### config.mk
export PLATFORM = sky130hd
export DESIGN_NAME = usb_standard_request_handler
export DESIGN_NICKNAME = d
export VERILOG_FILES = /design/src/hw/rtl/usbsrh_pkg.sv /design/src/hw/rtl/usbsrh_decode.sv /design/src/hw/rtl/usb_standard_request_handler.sv
export SDC_FILE = /design/constraint.sdc
export NUM_CORES = 1
export LEC_CHECK = 0
export BUFFER_PORTS_ARGS = -buffer_cell sky130_fd_sc_hd__buf_4
export CORE_ASPECT_RATIO = 1.25
export CORE_UTILIZATION = 54
export DETAILED_ROUTE_END_ITERATION = 16
export PLACE_DENSITY = 0.91
export SYNTH_ARGS = -nofsm -noshare
export SYNTH_HDL_FRONTEND = slang
export SYNTH_SLANG_ARGS = --single-unit
### constraint.sdc
create_clock -name clock -period 5.01 [get_ports clock]
set_input_delay 0.2505 -clock clock [delete_from_list [all_inputs] [get_ports clock]]
set_output_delay 0.2505 -clock clock [all_outputs]
set_load 0.01 [all_outputs]
### src/hw/rtl/usbsrh_pkg.sv
// ----------------------------------------------------------------------------
// usbsrh_pkg
// Shared types, codes and the device state table of the standard request
// handler.
// ----------------------------------------------------------------------------
package usbsrh_pkg;

   // default number of endpoint halt slots
   localparam int ENDPOINT_SLOTS_DEFAULT = 16;

   // endpoint_count after reset
   localparam logic [3:0] ENDPOINT_COUNT_RESET = 4'd2;

   // item kinds
   localparam logic [2:0] ACT_SETUP   = 3'd0;
   localparam logic [2:0] ACT_SUSPEND = 3'd1;
   localparam logic [2:0] ACT_RESET   = 3'd2;
   localparam logic [2:0] ACT_RESUME  = 3'd3;
   localparam logic [2:0] ACT_START   = 3'd4;

   // result status codes
   localparam logic [1:0] STS_ACK    = 2'd0;
   localparam logic [1:0] STS_DATA   = 2'd1;
   localparam logic [1:0] STS_STALL  = 2'd2;
   localparam logic [1:0] STS_REJECT = 2'd3;

   // reply sources
   localparam logic [2:0] SRC_INLINE    = 3'd0;
   localparam logic [2:0] SRC_DEVICE    = 3'd1;
   localparam logic [2:0] SRC_CONFIG    = 3'd2;
   localparam logic [2:0] SRC_STRING    = 3'd3;
   localparam logic [2:0] SRC_INTERFACE = 3'd4;
   localparam logic [2:0] SRC_ENDPOINT  = 3'd5;

   // framework device states
   localparam logic [2:0] DEV_POWERED    = 3'd0;
   localparam logic [2:0] DEV_DEFAULT    = 3'd1;
   localparam logic [2:0] DEV_ADDRESS    = 3'd2;
   localparam logic [2:0] DEV_CONFIGURED = 3'd3;
   localparam logic [2:0] DEV_SUSPENDED  = 3'd4;

   // configuration commands
   localparam logic [1:0] CFG_NONE   = 2'd0;
   localparam logic [1:0] CFG_DECONF = 2'd1;
   localparam logic [1:0] CFG_APPLY  = 2'd2;

   // state table events
   localparam logic [2:0] EV_SUSPEND  = 3'd0;
   localparam logic [2:0] EV_RESET    = 3'd1;
   localparam logic [2:0] EV_RESUME   = 3'd2;
   localparam logic [2:0] EV_ADDR     = 3'd3;
   localparam logic [2:0] EV_CONFIG   = 3'd4;
   localparam logic [2:0] EV_DECONFIG = 3'd5;

   // machine states: each framework state with its suspended twin
   localparam logic [2:0] MS_POWERED      = 3'd0;
   localparam logic [2:0] MS_POWERED_SUSP = 3'd1;
   localparam logic [2:0] MS_DEFAULT      = 3'd2;
   localparam logic [2:0] MS_DEFAULT_SUSP = 3'd3;
   localparam logic [2:0] MS_ADDRESS      = 3'd4;
   localparam logic [2:0] MS_ADDRESS_SUSP = 3'd5;
   localparam logic [2:0] MS_CONFIG       = 3'd6;
   localparam logic [2:0] MS_CONFIG_SUSP  = 3'd7;

   // standard request codes
   localparam logic [7:0] REQ_GET_STATUS    = 8'd0;
   localparam logic [7:0] REQ_CLEAR_FEATURE = 8'd1;
   localparam logic [7:0] REQ_SET_FEATURE   = 8'd3;
   localparam logic [7:0] REQ_SET_ADDRESS   = 8'd5;
   localparam logic [7:0] REQ_GET_DESC      = 8'd6;
   localparam logic [7:0] REQ_GET_CONFIG    = 8'd8;
   localparam logic [7:0] REQ_SET_CONFIG    = 8'd9;
   localparam logic [7:0] REQ_GET_IFACE     = 8'd10;
   localparam logic [7:0] REQ_SET_IFACE     = 8'd11;

   // recipients
   localparam logic [4:0] RCP_DEVICE    = 5'd0;
   localparam logic [4:0] RCP_INTERFACE = 5'd1;
   localparam logic [4:0] RCP_ENDPOINT  = 5'd2;

   // descriptor types
   localparam logic [7:0] DT_DEVICE    = 8'd1;
   localparam logic [7:0] DT_CONFIG    = 8'd2;
   localparam logic [7:0] DT_STRING    = 8'd3;
   localparam logic [7:0] DT_INTERFACE = 8'd4;
   localparam logic [7:0] DT_ENDPOINT  = 8'd5;

   localparam logic [6:0] ADDR_MASK = 7'h7f;

   typedef struct packed {
      logic [2:0]  action;
      logic [7:0]  request_type;
      logic [7:0]  request_code;
      logic [15:0] request_value;
      logic [15:0] request_index;
      logic [15:0] request_length;
   } req_type;

   typedef struct packed {
      logic [1:0]  status;
      logic [2:0]  reply_source;
      logic [7:0]  descriptor_index;
      logic [15:0] language_id;
      logic [15:0] transfer_limit;
      logic [15:0] inline_data;
      logic [1:0]  inline_bytes;
      logic [2:0]  device_state;
      logic        state_changed;
      logic        address_strobe;
      logic [6:0]  new_address;
      logic [1:0]  config_command;
   } rsp_type;

   typedef struct packed {
      logic       ok;
      logic [2:0] nx;
   } move_type;

   // device state table lookup
   function automatic move_type machine_move(input logic [2:0] st, input logic [2:0] ev);
      move_type mv;
      mv.ok = 1'b1;
      mv.nx = st;
      if (ev == EV_RESET) begin
         mv.nx = MS_DEFAULT;
      end else begin
         case (st)
            MS_POWERED: begin
               if (ev == EV_SUSPEND) mv.nx = MS_POWERED_SUSP;
               else mv.ok = 1'b0;
            end
            MS_POWERED_SUSP: begin
               if (ev == EV_RESUME) mv.nx = MS_POWERED;
               else mv.ok = 1'b0;
            end
            MS_DEFAULT: begin
               if (ev == EV_SUSPEND) mv.nx = MS_DEFAULT_SUSP;
               else if (ev == EV_RESUME) mv.nx = MS_DEFAULT;
               else if (ev == EV_ADDR) mv.nx = MS_ADDRESS;
               else mv.ok = 1'b0;
            end
            MS_DEFAULT_SUSP: begin
               if (ev == EV_RESUME) mv.nx = MS_DEFAULT;
               else mv.ok = 1'b0;
            end
            MS_ADDRESS: begin
               if (ev == EV_SUSPEND) mv.nx = MS_ADDRESS_SUSP;
               else if (ev == EV_CONFIG) mv.nx = MS_CONFIG;
               else mv.ok = 1'b0;
            end
            MS_ADDRESS_SUSP: begin
               if (ev == EV_RESUME) mv.nx = MS_ADDRESS;
               else mv.ok = 1'b0;
            end
            MS_CONFIG: begin
               if (ev == EV_SUSPEND) mv.nx = MS_CONFIG_SUSP;
               else if (ev == EV_DECONFIG) mv.nx = MS_ADDRESS;
               else mv.ok = 1'b0;
            end
            MS_CONFIG_SUSP: begin
               if (ev == EV_RESUME) mv.nx = MS_CONFIG;
               else mv.ok = 1'b0;
            end
            default: mv.ok = 1'b0;
         endcase
      end
      if (!mv.ok) mv.nx = st;
      return mv;
   endfunction

   // framework device state of a machine state
   function automatic logic [2:0] dev_of(input logic [2:0] st);
      logic [2:0] ds;
      case (st)
         MS_POWERED: ds = DEV_POWERED;
         MS_DEFAULT: ds = DEV_DEFAULT;
         MS_ADDRESS: ds = DEV_ADDRESS;
         MS_CONFIG:  ds = DEV_CONFIGURED;
         default:    ds = DEV_SUSPENDED;
      endcase
      return ds;
   endfunction

endpackage

### src/hw/rtl/usbsrh_decode.sv
// ----------------------------------------------------------------------------
// usbsrh_decode
// Decodes one bus event or setup request against the current device state
// and produces the result and the next state.
// ----------------------------------------------------------------------------
module usbsrh_decode #(
   parameter int ENDPOINT_SLOTS = usbsrh_pkg::ENDPOINT_SLOTS_DEFAULT
) (
   input  usbsrh_pkg::req_type      req_in,
   input  logic [2:0]               machine_state,
   input  logic [6:0]               address,
   input  logic [ENDPOINT_SLOTS-1:0] halt,
   input  logic [3:0]               endpoint_count,
   output usbsrh_pkg::rsp_type      rsp_out,
   output logic [2:0]               machine_next,
   output logic [6:0]               address_next,
   output logic [ENDPOINT_SLOTS-1:0] halt_next
);
   import usbsrh_pkg::*;

   always_comb begin
      move_type   mv;
      logic [2:0] ds;
      logic [4:0] recip;
      logic [3:0] ep;
      logic [7:0] ifc;
      logic [7:0] dtype;
      logic [7:0] dindex;
      logic       ep_bad;
      logic       halt_bit;
      logic       iface_bad;

      mv     = '0;
      ds     = dev_of(machine_state);
      recip  = req_in.request_type[4:0];
      ep     = req_in.request_index[3:0];
      ifc    = req_in.request_index[7:0];
      dtype  = req_in.request_value[15:8];
      dindex = req_in.request_value[7:0];

      // endpoint range and state check
      ep_bad = ((ep != 4'd0) && (ds != DEV_CONFIGURED)) || (ep > endpoint_count)
               || ({1'b0, ep} >= 5'(ENDPOINT_SLOTS));
      halt_bit = 1'b0;
      for (int i = 0; i < ENDPOINT_SLOTS; i++) begin
         if (ep == 4'(i)) halt_bit = halt[i];
      end
      iface_bad = (ds == DEV_DEFAULT) || ((ds == DEV_ADDRESS) && (ifc != 8'd0))
                  || ((ds == DEV_CONFIGURED) && (ifc != 8'd1));

      rsp_out = '0;
      rsp_out.status = STS_STALL;
      machine_next = machine_state;
      address_next = address;
      halt_next    = halt;

      // bus events
      if (req_in.action == ACT_SUSPEND || req_in.action == ACT_RESUME) begin
         mv = machine_move(machine_state,
                           (req_in.action == ACT_SUSPEND) ? EV_SUSPEND : EV_RESUME);
         machine_next = mv.nx;
         rsp_out.status = mv.ok ? STS_ACK : STS_REJECT;
      end else if (req_in.action == ACT_RESET) begin
         mv = machine_move(machine_state, EV_RESET);
         machine_next = mv.nx;
         if (mv.ok) address_next = '0;
         rsp_out.status = mv.ok ? STS_ACK : STS_REJECT;
      end else if (req_in.action == ACT_START) begin
         machine_next = MS_POWERED;
         rsp_out.status = STS_ACK;
      end else if (req_in.action != ACT_SETUP) begin
         rsp_out.status = STS_REJECT;
      end else if (req_in.request_type[6:5] == 2'd0) begin
         // standard requests
         if (recip == RCP_DEVICE) begin
            case (req_in.request_code)
               REQ_GET_STATUS: begin
                  rsp_out.status       = STS_DATA;
                  rsp_out.inline_data  = 16'd1;
                  rsp_out.inline_bytes = 2'd2;
               end
               REQ_SET_ADDRESS: begin
                  if (ds != DEV_CONFIGURED) begin
                     if ((req_in.request_value[6:0] & ADDR_MASK) != 7'd0) begin
                        address_next = req_in.request_value[6:0] & ADDR_MASK;
                        mv = machine_move(machine_state, EV_ADDR);
                        machine_next = mv.nx;
                        rsp_out.address_strobe = 1'b1;
                     end
                     rsp_out.status = STS_ACK;
                  end
               end
               REQ_GET_DESC: begin
                  rsp_out.status = STS_DATA;
                  rsp_out.descriptor_index = dindex;
                  if (dtype == DT_DEVICE) begin
                     rsp_out.reply_source = SRC_DEVICE;
                  end else if (dtype == DT_CONFIG) begin
                     rsp_out.reply_source = SRC_CONFIG;
                  end else if (dtype == DT_STRING) begin
                     rsp_out.reply_source = SRC_STRING;
                     rsp_out.language_id  = req_in.request_index;
                  end else if (dtype == DT_INTERFACE) begin
                     rsp_out.reply_source = SRC_INTERFACE;
                  end else if (dtype == DT_ENDPOINT && dindex >= 8'd1
                               && dindex <= {4'd0, endpoint_count}) begin
                     rsp_out.reply_source = SRC_ENDPOINT;
                  end else begin
                     rsp_out.status = STS_STALL;
                     rsp_out.descriptor_index = '0;
                  end
               end
               REQ_GET_CONFIG: begin
                  rsp_out.status       = STS_DATA;
                  rsp_out.inline_bytes = 2'd1;
                  rsp_out.inline_data  = {15'd0, ds == DEV_CONFIGURED};
               end
               REQ_SET_CONFIG: begin
                  if (ds != DEV_DEFAULT) begin
                     if (req_in.request_value == 16'd0) begin
                        mv = machine_move(machine_state, EV_DECONFIG);
                        machine_next = mv.nx;
                        rsp_out.config_command = CFG_DECONF;
                        rsp_out.status = STS_ACK;
                     end else if (req_in.request_value == 16'd1) begin
                        mv = machine_move(machine_state, EV_CONFIG);
                        machine_next = mv.nx;
                        rsp_out.config_command = CFG_APPLY;
                        rsp_out.status = STS_ACK;
                     end
                  end
               end
               default: rsp_out.status = STS_STALL;
            endcase
         end else if (recip == RCP_INTERFACE) begin
            case (req_in.request_code)
               REQ_GET_STATUS: begin
                  if (!iface_bad) begin
                     rsp_out.status       = STS_DATA;
                     rsp_out.inline_bytes = 2'd2;
                  end
               end
               REQ_GET_IFACE: begin
                  if (ds == DEV_CONFIGURED && ifc == 8'd1) begin
                     rsp_out.status       = STS_DATA;
                     rsp_out.inline_bytes = 2'd1;
                  end
               end
               REQ_SET_IFACE: rsp_out.status = STS_ACK;
               default:       rsp_out.status = STS_STALL;
            endcase
         end else if (recip == RCP_ENDPOINT) begin
            if (req_in.request_code inside {REQ_GET_STATUS, REQ_CLEAR_FEATURE,
                                            REQ_SET_FEATURE} && !ep_bad) begin
               if (req_in.request_code == REQ_GET_STATUS) begin
                  rsp_out.status       = STS_DATA;
                  rsp_out.inline_bytes = 2'd2;
                  rsp_out.inline_data  = {15'd0, halt_bit};
               end else if (req_in.request_value == 16'd0) begin
                  // set or clear the endpoint halt bit
                  for (int i = 0; i < ENDPOINT_SLOTS; i++) begin
                     if (ep == 4'(i))
                        halt_next[i] = (req_in.request_code == REQ_SET_FEATURE);
                  end
                  rsp_out.status = STS_ACK;
               end
            end
         end
      end

      if (rsp_out.status == STS_DATA) rsp_out.transfer_limit = req_in.request_length;
      rsp_out.device_state  = dev_of(machine_next);
      rsp_out.state_changed = (dev_of(machine_next) != ds);
      rsp_out.new_address   = address_next;
   end

endmodule

### src/hw/rtl/usb_standard_request_handler.sv
// ----------------------------------------------------------------------------
// usb_standard_request_handler
// Path: input register, then decode, then result register. Throughput:
// one request or bus event per cycle while the result channel does not
// stall, set by the single input-register to result-register decode stage.
// Reset: device machine goes to powered suspended, address zero, all halt
// bits clear, endpoint_count 2, both pipeline stages empty.
// ----------------------------------------------------------------------------
module usb_standard_request_handler #(
   parameter int ENDPOINT_SLOTS = usbsrh_pkg::ENDPOINT_SLOTS_DEFAULT
) (
   input  logic        clock,
   input  logic        reset,
   // configuration write
   input  logic        csr_valid,
   output logic        csr_ready,
   input  logic [3:0]  csr_endpoint_count,
   // request channel
   input  logic        req_valid,
   output logic        req_ready,
   input  logic [2:0]  req_action,
   input  logic [7:0]  req_request_type,
   input  logic [7:0]  req_request_code,
   input  logic [15:0] req_request_value,
   input  logic [15:0] req_request_index,
   input  logic [15:0] req_request_length,
   // result channel
   output logic        rsp_valid,
   input  logic        rsp_ready,
   output logic [1:0]  rsp_status,
   output logic [2:0]  rsp_reply_source,
   output logic [7:0]  rsp_descriptor_index,
   output logic [15:0] rsp_language_id,
   output logic [15:0] rsp_transfer_limit,
   output logic [15:0] rsp_inline_data,
   output logic [1:0]  rsp_inline_bytes,
   output logic [2:0]  rsp_device_state,
   output logic        rsp_state_changed,
   output logic        rsp_address_strobe,
   output logic [6:0]  rsp_new_address,
   output logic [1:0]  rsp_config_command
);
   import usbsrh_pkg::*;

   logic                      in_valid_ff;
   req_type                   req_ff;
   logic                      out_valid_ff;
   rsp_type                   rsp_ff;
   rsp_type                   rsp_in;
   logic [2:0]                machine_ff;
   logic [2:0]                machine_in;
   logic [6:0]                address_ff;
   logic [6:0]                address_in;
   logic [ENDPOINT_SLOTS-1:0] halt_ff;
   logic [ENDPOINT_SLOTS-1:0] halt_in;
   logic [3:0]                epcount_ff;
   logic                      out_load;
   logic                      stage_adv;

   // handshake
   assign stage_adv = !out_valid_ff || rsp_ready;
   assign out_load  = in_valid_ff && stage_adv;
   assign req_ready = !in_valid_ff || stage_adv;
   assign csr_ready = 1'b1;

   // decode
   usbsrh_decode #(
      .ENDPOINT_SLOTS(ENDPOINT_SLOTS)
   ) u_decode (
      .req_in        (req_ff),
      .machine_state (machine_ff),
      .address       (address_ff),
      .halt          (halt_ff),
      .endpoint_count(epcount_ff),
      .rsp_out       (rsp_in),
      .machine_next  (machine_in),
      .address_next  (address_in),
      .halt_next     (halt_in)
   );

   // control and device state
   always_ff @(posedge clock) begin
      if (reset) begin
         in_valid_ff  <= 1'b0;
         out_valid_ff <= 1'b0;
         machine_ff   <= MS_POWERED_SUSP;
         address_ff   <= '0;
         halt_ff      <= '0;
         epcount_ff   <= ENDPOINT_COUNT_RESET;
      end else begin
         if (req_ready) in_valid_ff <= req_valid;
         if (stage_adv) out_valid_ff <= in_valid_ff;
         if (out_load) begin
            machine_ff <= machine_in;
            address_ff <= address_in;
            halt_ff    <= halt_in;
         end
         if (csr_valid && csr_ready) epcount_ff <= csr_endpoint_count;
      end
   end

   // payload registers
   always_ff @(posedge clock) begin
      if (req_valid && req_ready) begin
         req_ff.action         <= req_action;
         req_ff.request_type   <= req_request_type;
         req_ff.request_code   <= req_request_code;
         req_ff.request_value  <= req_request_value;
         req_ff.request_index  <= req_request_index;
         req_ff.request_length <= req_request_length;
      end
      if (out_load) rsp_ff <= rsp_in;
   end

   // result outputs
   assign rsp_valid            = out_valid_ff;
   assign rsp_status           = rsp_ff.status;
   assign rsp_reply_source     = rsp_ff.reply_source;
   assign rsp_descriptor_index = rsp_ff.descriptor_index;
   assign rsp_language_id      = rsp_ff.language_id;
   assign rsp_transfer_limit   = rsp_ff.transfer_limit;
   assign rsp_inline_data      = rsp_ff.inline_data;
   assign rsp_inline_bytes     = rsp_ff.inline_bytes;
   assign rsp_device_state     = rsp_ff.device_state;
   assign rsp_state_changed    = rsp_ff.state_changed;
   assign rsp_address_strobe   = rsp_ff.address_strobe;
   assign rsp_new_address      = rsp_ff.new_address;
   assign rsp_config_command   = rsp_ff.config_command;

endmodule

; ---- Yosys cells after proc, flatten, opt, wreduce, memory -nomap -nowiden
; Index checks and enable logic that the tools add are counted.
[totals]
reg_bits = 175
inputBits = 76
out_inout_bits = 80
elab_cells = 336
[op_classes]
magnitude_cmp = 3
n_eq_ne = 59
mux = 159
n_bitwise = 14
reduce_logical = 59
[ops]
columns = op, n
row1 = 13-bit AND reduction, 16
row2 = 3-bit 2-to-1 mux, 38
row3 = 4-bit 2-to-1 mux, 28
row4 = 7-bit 2-to-1 mux, 10
row5 = 18-bit 2-to-1 mux, 3
row6 = 2-bit 2-to-1 mux, 27
row7 = 27-bit 2-to-1 mux, 2
row8 = 24-bit 2-to-1 mux, 2
row9 = "4-bit == test, second input constant", 8
row10 = "8-bit by 3-bit == test with 1-bit output, second input constant", 4
row11 = "8-bit by 4-bit == test with 1-bit output, second input constant", 4
row12 = 1-bit 2-to-1 mux, 32
row13 = 16-bit 2-to-1 mux, 2
row14 = 4-bit one-hot mux with 8 select lines, 1
row15 = 29-bit 2-to-1 mux, 1
row16 = 7-bit OR reduction, 4
row17 = "3-bit by 2-bit == test with 1-bit output, second input constant", 9
row18 = "3-bit == test, second input constant", 9
row19 = "8-bit by 1-bit == test with 1-bit output, second input constant", 3
row20 = "8-bit by 2-bit == test with 1-bit output, second input constant", 3
row21 = 8-bit 2-to-1 mux, 3
row22 = 3-bit one-hot mux with 4 select lines, 2
row23 = 8-bit OR reduction, 3
row24 = 10-bit OR reduction, 2
row25 = 37 further kinds, 78

; ---- Depth between registers and ports, before layout
[logic_depth]
ltp_word = 27
ltp_mapped = 11
ltp_nobuf = 9

; ---- Modules after synthesis
; From an unflattened synthesis, not the netlist that was laid out.
[unflattened]
hier_cells = 647
area_unflattened_um2 = 8039.0
[by_module_without_submodules]
columns = mod, n_inst, cells_per_inst, area_per_inst_um2, seq_area_each_um2
row1 = usb_standard_request_handler, 1, 282, 5723.0, 4964.8
row2 = usbsrh_decode, 1, 365, 2316.0, 0.0

; ---- Worst setup path before layout
; No wires, ideal clock.
[synth_timing]
kind = register -> register
from = register out_valid_ff (netlist: rsp_valid)
to = register address_ff[0]
setup_ns = 0.128
t_arrival_ns = 3.423
required_ns = 4.882
setup_slack_ns = 1.460
path_stages_with_launch = 7
path_buffers = 1
synth_period_minus_slack_ns = 3.550
cell_sequence = dfxtp_1 > nor2b_1 > nor2b_1 > clkbuf_1 > o211ai_1 > a22oi_1 > nor2_1
[synth_between]
elab_chain_cells = 3
[synth_rtl]
columns = element, line
row1 = start: declaration, usb_standard_request_handler.sv:47  ; logic out_valid_ff;
row2 = start signal: assignment, usb_standard_request_handler.sv:92  ; if (stage_adv) out_valid_ff <= in_valid_ff;
row3 = 1-bit zero test, usb_standard_request_handler.sv:61  ; assign stage_adv = !out_valid_ff || rsp_ready;
row4 = 1-bit logical OR, usb_standard_request_handler.sv:61
row5 = 1-bit logical AND, usb_standard_request_handler.sv:62  ; assign out_load = in_valid_ff && stage_adv;
row6 = net out_load, usb_standard_request_handler.sv:57  ; logic out_load;
row7 = end signal: assignment, usb_standard_request_handler.sv:95  ; address_ff <= address_in;
row8 = end: declaration, usb_standard_request_handler.sv:52  ; logic [6:0] address_ff;
; The timed path passes the listed nets, and every way through them passes these cells.
; A chain may end at the register's enable or synchronous reset.

==> metrics.txt <==
Mapped Area 6924 um2; postcts setup bufs 0; RSZ-0062 raised after global routing no; Crit path arrival time 3.47 ns; crit-path cells nor4_1 > nand4_1 > nor4_1 > a21oi_1 > a211oi_1 > a311o_1 > o21ai_0; hold_buf cts 55; Final Worst Setup Slack 1.665 ns; initial antenna violation count 0; Max Cap Viol 0; TNS Setup 0 ns; post-synthesis sequential area ratio 0.6476; Setup Skew 0.01039 ns; Synth area leaders edfxtp_1, dfxtp_1, nor2_1, o211ai_1, and4_1; crit-path max FO 17; largest net degree at the start of global routing 37; most used cell, CP nor4_1; post_cts resized 0; worst slew pin tran between 0.9 and 1 ns; met1 wire length 6354 um; Critical Path End Type flip-flop; filler cell count 743; syn_area_per_cell 13.09 um2; final setup vio count 0; max layer used met4; area grow syn2layout 32.56%; wire per inst 19.07 um; IO Pins 156; global-route wire length before repair 26590 um; Hold WC Path Type in2reg; routed vias/inst 5.842; total gr overflow 0; placed cells 806; crit start category flip-flop; drt pass-1 iters 5; core area 12330 um2; Cell Rows between 40 and 50; Post-DP HPWL 10640 um; # port buffers 138; synthesized instance count 529; Tmin final 3.345 ns; crit-path max cell delay ~0.54 ns; clock-pin slew on the worst setup and hold paths 0.07 ns; post-synth top area share 0.5551; Root Driver clkbuf_16; register bit total from synthesis 160; Clock Tree Buf Depth 2; GP Congestion 0.8870; Synth Flop Type edfxtp_1; die area between 10000 and 15000 um2; post-layout util 0.7444; final cycle utilization of the critical path 0.6676; CTS tree built; Antenna Cells 0; maximum clock rate 299.0 MHz; number of synthesized flops with an enable pin 128; post-synthesis cell type with the largest combined area edfxtp_1; final hold vios 0; power per cell area 328.9 nW/um2; Chip Width about 100 um; Synth warnings 0; Slew HR 0.3721; share of layout cells above drive strength 1 0.2738; Num Clock Sinks 160; Initial Utilization 0.5615; Final Hold Slack 0.01150 ns; Clock Latency Late Sink 0.42 ns; DRT iter0 DRCs 428; global-route usage over all layers 0.2719; WL met2 a little over 9000 um; Leak Pwr 0.003403 uW; Data required, critical path 5.14 ns; met3 routed WL roughly 850 um; ANT nets after route 0; Die Y 128.6 um; CTS Buf Count 17; vias in the first global route around 5200; Post-synth ARST share 0; Worst Path Class, Setup reg2reg; maximum VDD drop 0.2031 mV; vias approximately 5200; Distinct cells, synth 67; Final Max Tran Viols 0; status complete, no violations; WL final 17130 um; slowest stage cell, crit path nor4_1; non-filler cells, final 898; Place WS 1.777 ns; DR DRC count 0; fin nets 805; H-tree depth 4
routing by layer:
layer	GRT usage	vias to the layer above
li1	-	2395
met1	0.3100	2536
met2	0.4686	255
met3	0.05215	60
met4	0.1640	0
met5	0	-
power breakdown:
| group | leakage, uW | internal, uW | switching [uW] |
|---|---|---|---|
| Clock | 0.000260 | 668 | 548 |
| Combinational | 0.00169 | 130 | 127 |
| Sequential | 0.00145 | 1500 | 46.0 |
logic make-up after synthesis:
logic type | count (synthesis) | share of synthesized area
DFF | 160 | 0.6476
other | 2 | 0.001085
buffers and inverters | 50 | 0.03704
and+or+nand+nor | 203 | 0.1785
adders and majority gates | 8 | 0.01446
AOI/OAI and AO/OA | 91 | 0.09650
xor gates and xnor gates | 4 | 0.005061
muxes | 11 | 0.01970
flip-flops by register name, indices dropped and copies added, names as in the netlist:
register and count:
rsp_valid 1, rsp_reply_source 3, rsp_status 2, in_valid_ff 1, rsp_inline_bytes 2, req_ff 66, rsp_config_command 2, epcount_ff 4
rsp_address_strobe 1, rsp_transfer_limit 16, halt_ff 16, machine_ff 3, address_ff 7, rsp_language_id 16, rsp_new_address 7, rsp_device_state 3
rsp_state_changed 1, rsp_descriptor_index 8, rsp_inline_data 1
Yosys cell counts (9+ instances only):
library cell	instances
nand3_1	9
and4_1	15
and3_1	16
nand2_1	31
dfxtp_1	32
a21oi_1	15
and2_1	9
nor2b_1	13
buf_4	16
clkbuf_1	22
o211ai_1	19
edfxtp_1	128
o31ai_1	14
nor3_1	10
nor2_1	41
cells in the final DEF, fill, tap and decap left out, types with 7 or more instances in the layout:
master         count
a21oi_1           15
a22o_1             7
a22oi_1            7
and2_1             8
and3_1            16
and4_1            15
buf_4            140
clkbuf_16         17
conb_1            16
dfxtp_1           32
dlygate4sd3_1     60
edfxtp_1         128
ha_1               8
inv_1              8
mux2i_1            8
nand2_1           31
nand3_1            9
nor2_1            41
nor2b_1           12
nor3_1            10
o211ai_1          19
o31ai_1           14
final timing paths:
| path | endpoint | slack [ns] | startpoint | cells after the start |
|---|---|---|---|---|
| max | rsp_status[1] | 1.67 | req_ff[38] | 7 |
| min | req_ff[30] | 0.01 | req_request_index[14] | 1 |
| max reg2reg | rsp_status[1] | 1.67 | req_ff[38] | 7 |
| min reg2reg | halt_ff[12] | 0.47 | halt_ff[12] | 2 |
through the flow:
stage,cell area (um2),power (uW)
after floorplan,6977,1677
after global placement,8019,1769
after detailed placement,8019,1782
after CTS,9129,3007
after global routing,9179,3113
final,9179,3019
critical path: cells and delay by family (launching register included):
| family | cells | cell delay [ns] |
|---|---|---|
| compound gates | 4 | 1.11 |
| flops | 1 | 0.47 |
| simple gates | 3 | 1.46 |
layout make-up:
type | instances | area, um2 | share of cell area
clock buffer | 19 | 452.9 | 0.04935
clock inverter | 13 | 106.4 | 0.01159
inverter | 9 | 33.78 | 0.003680
multi-input combinational | 333 | 2245 | 0.2445
sequential | 160 | 4484 | 0.4885
tap | 164 | 205.2 | 0.02236
timing repair buffer | 200 | 1652 | 0.1799
No activity file was read; power rests on OpenSTA's default activity.
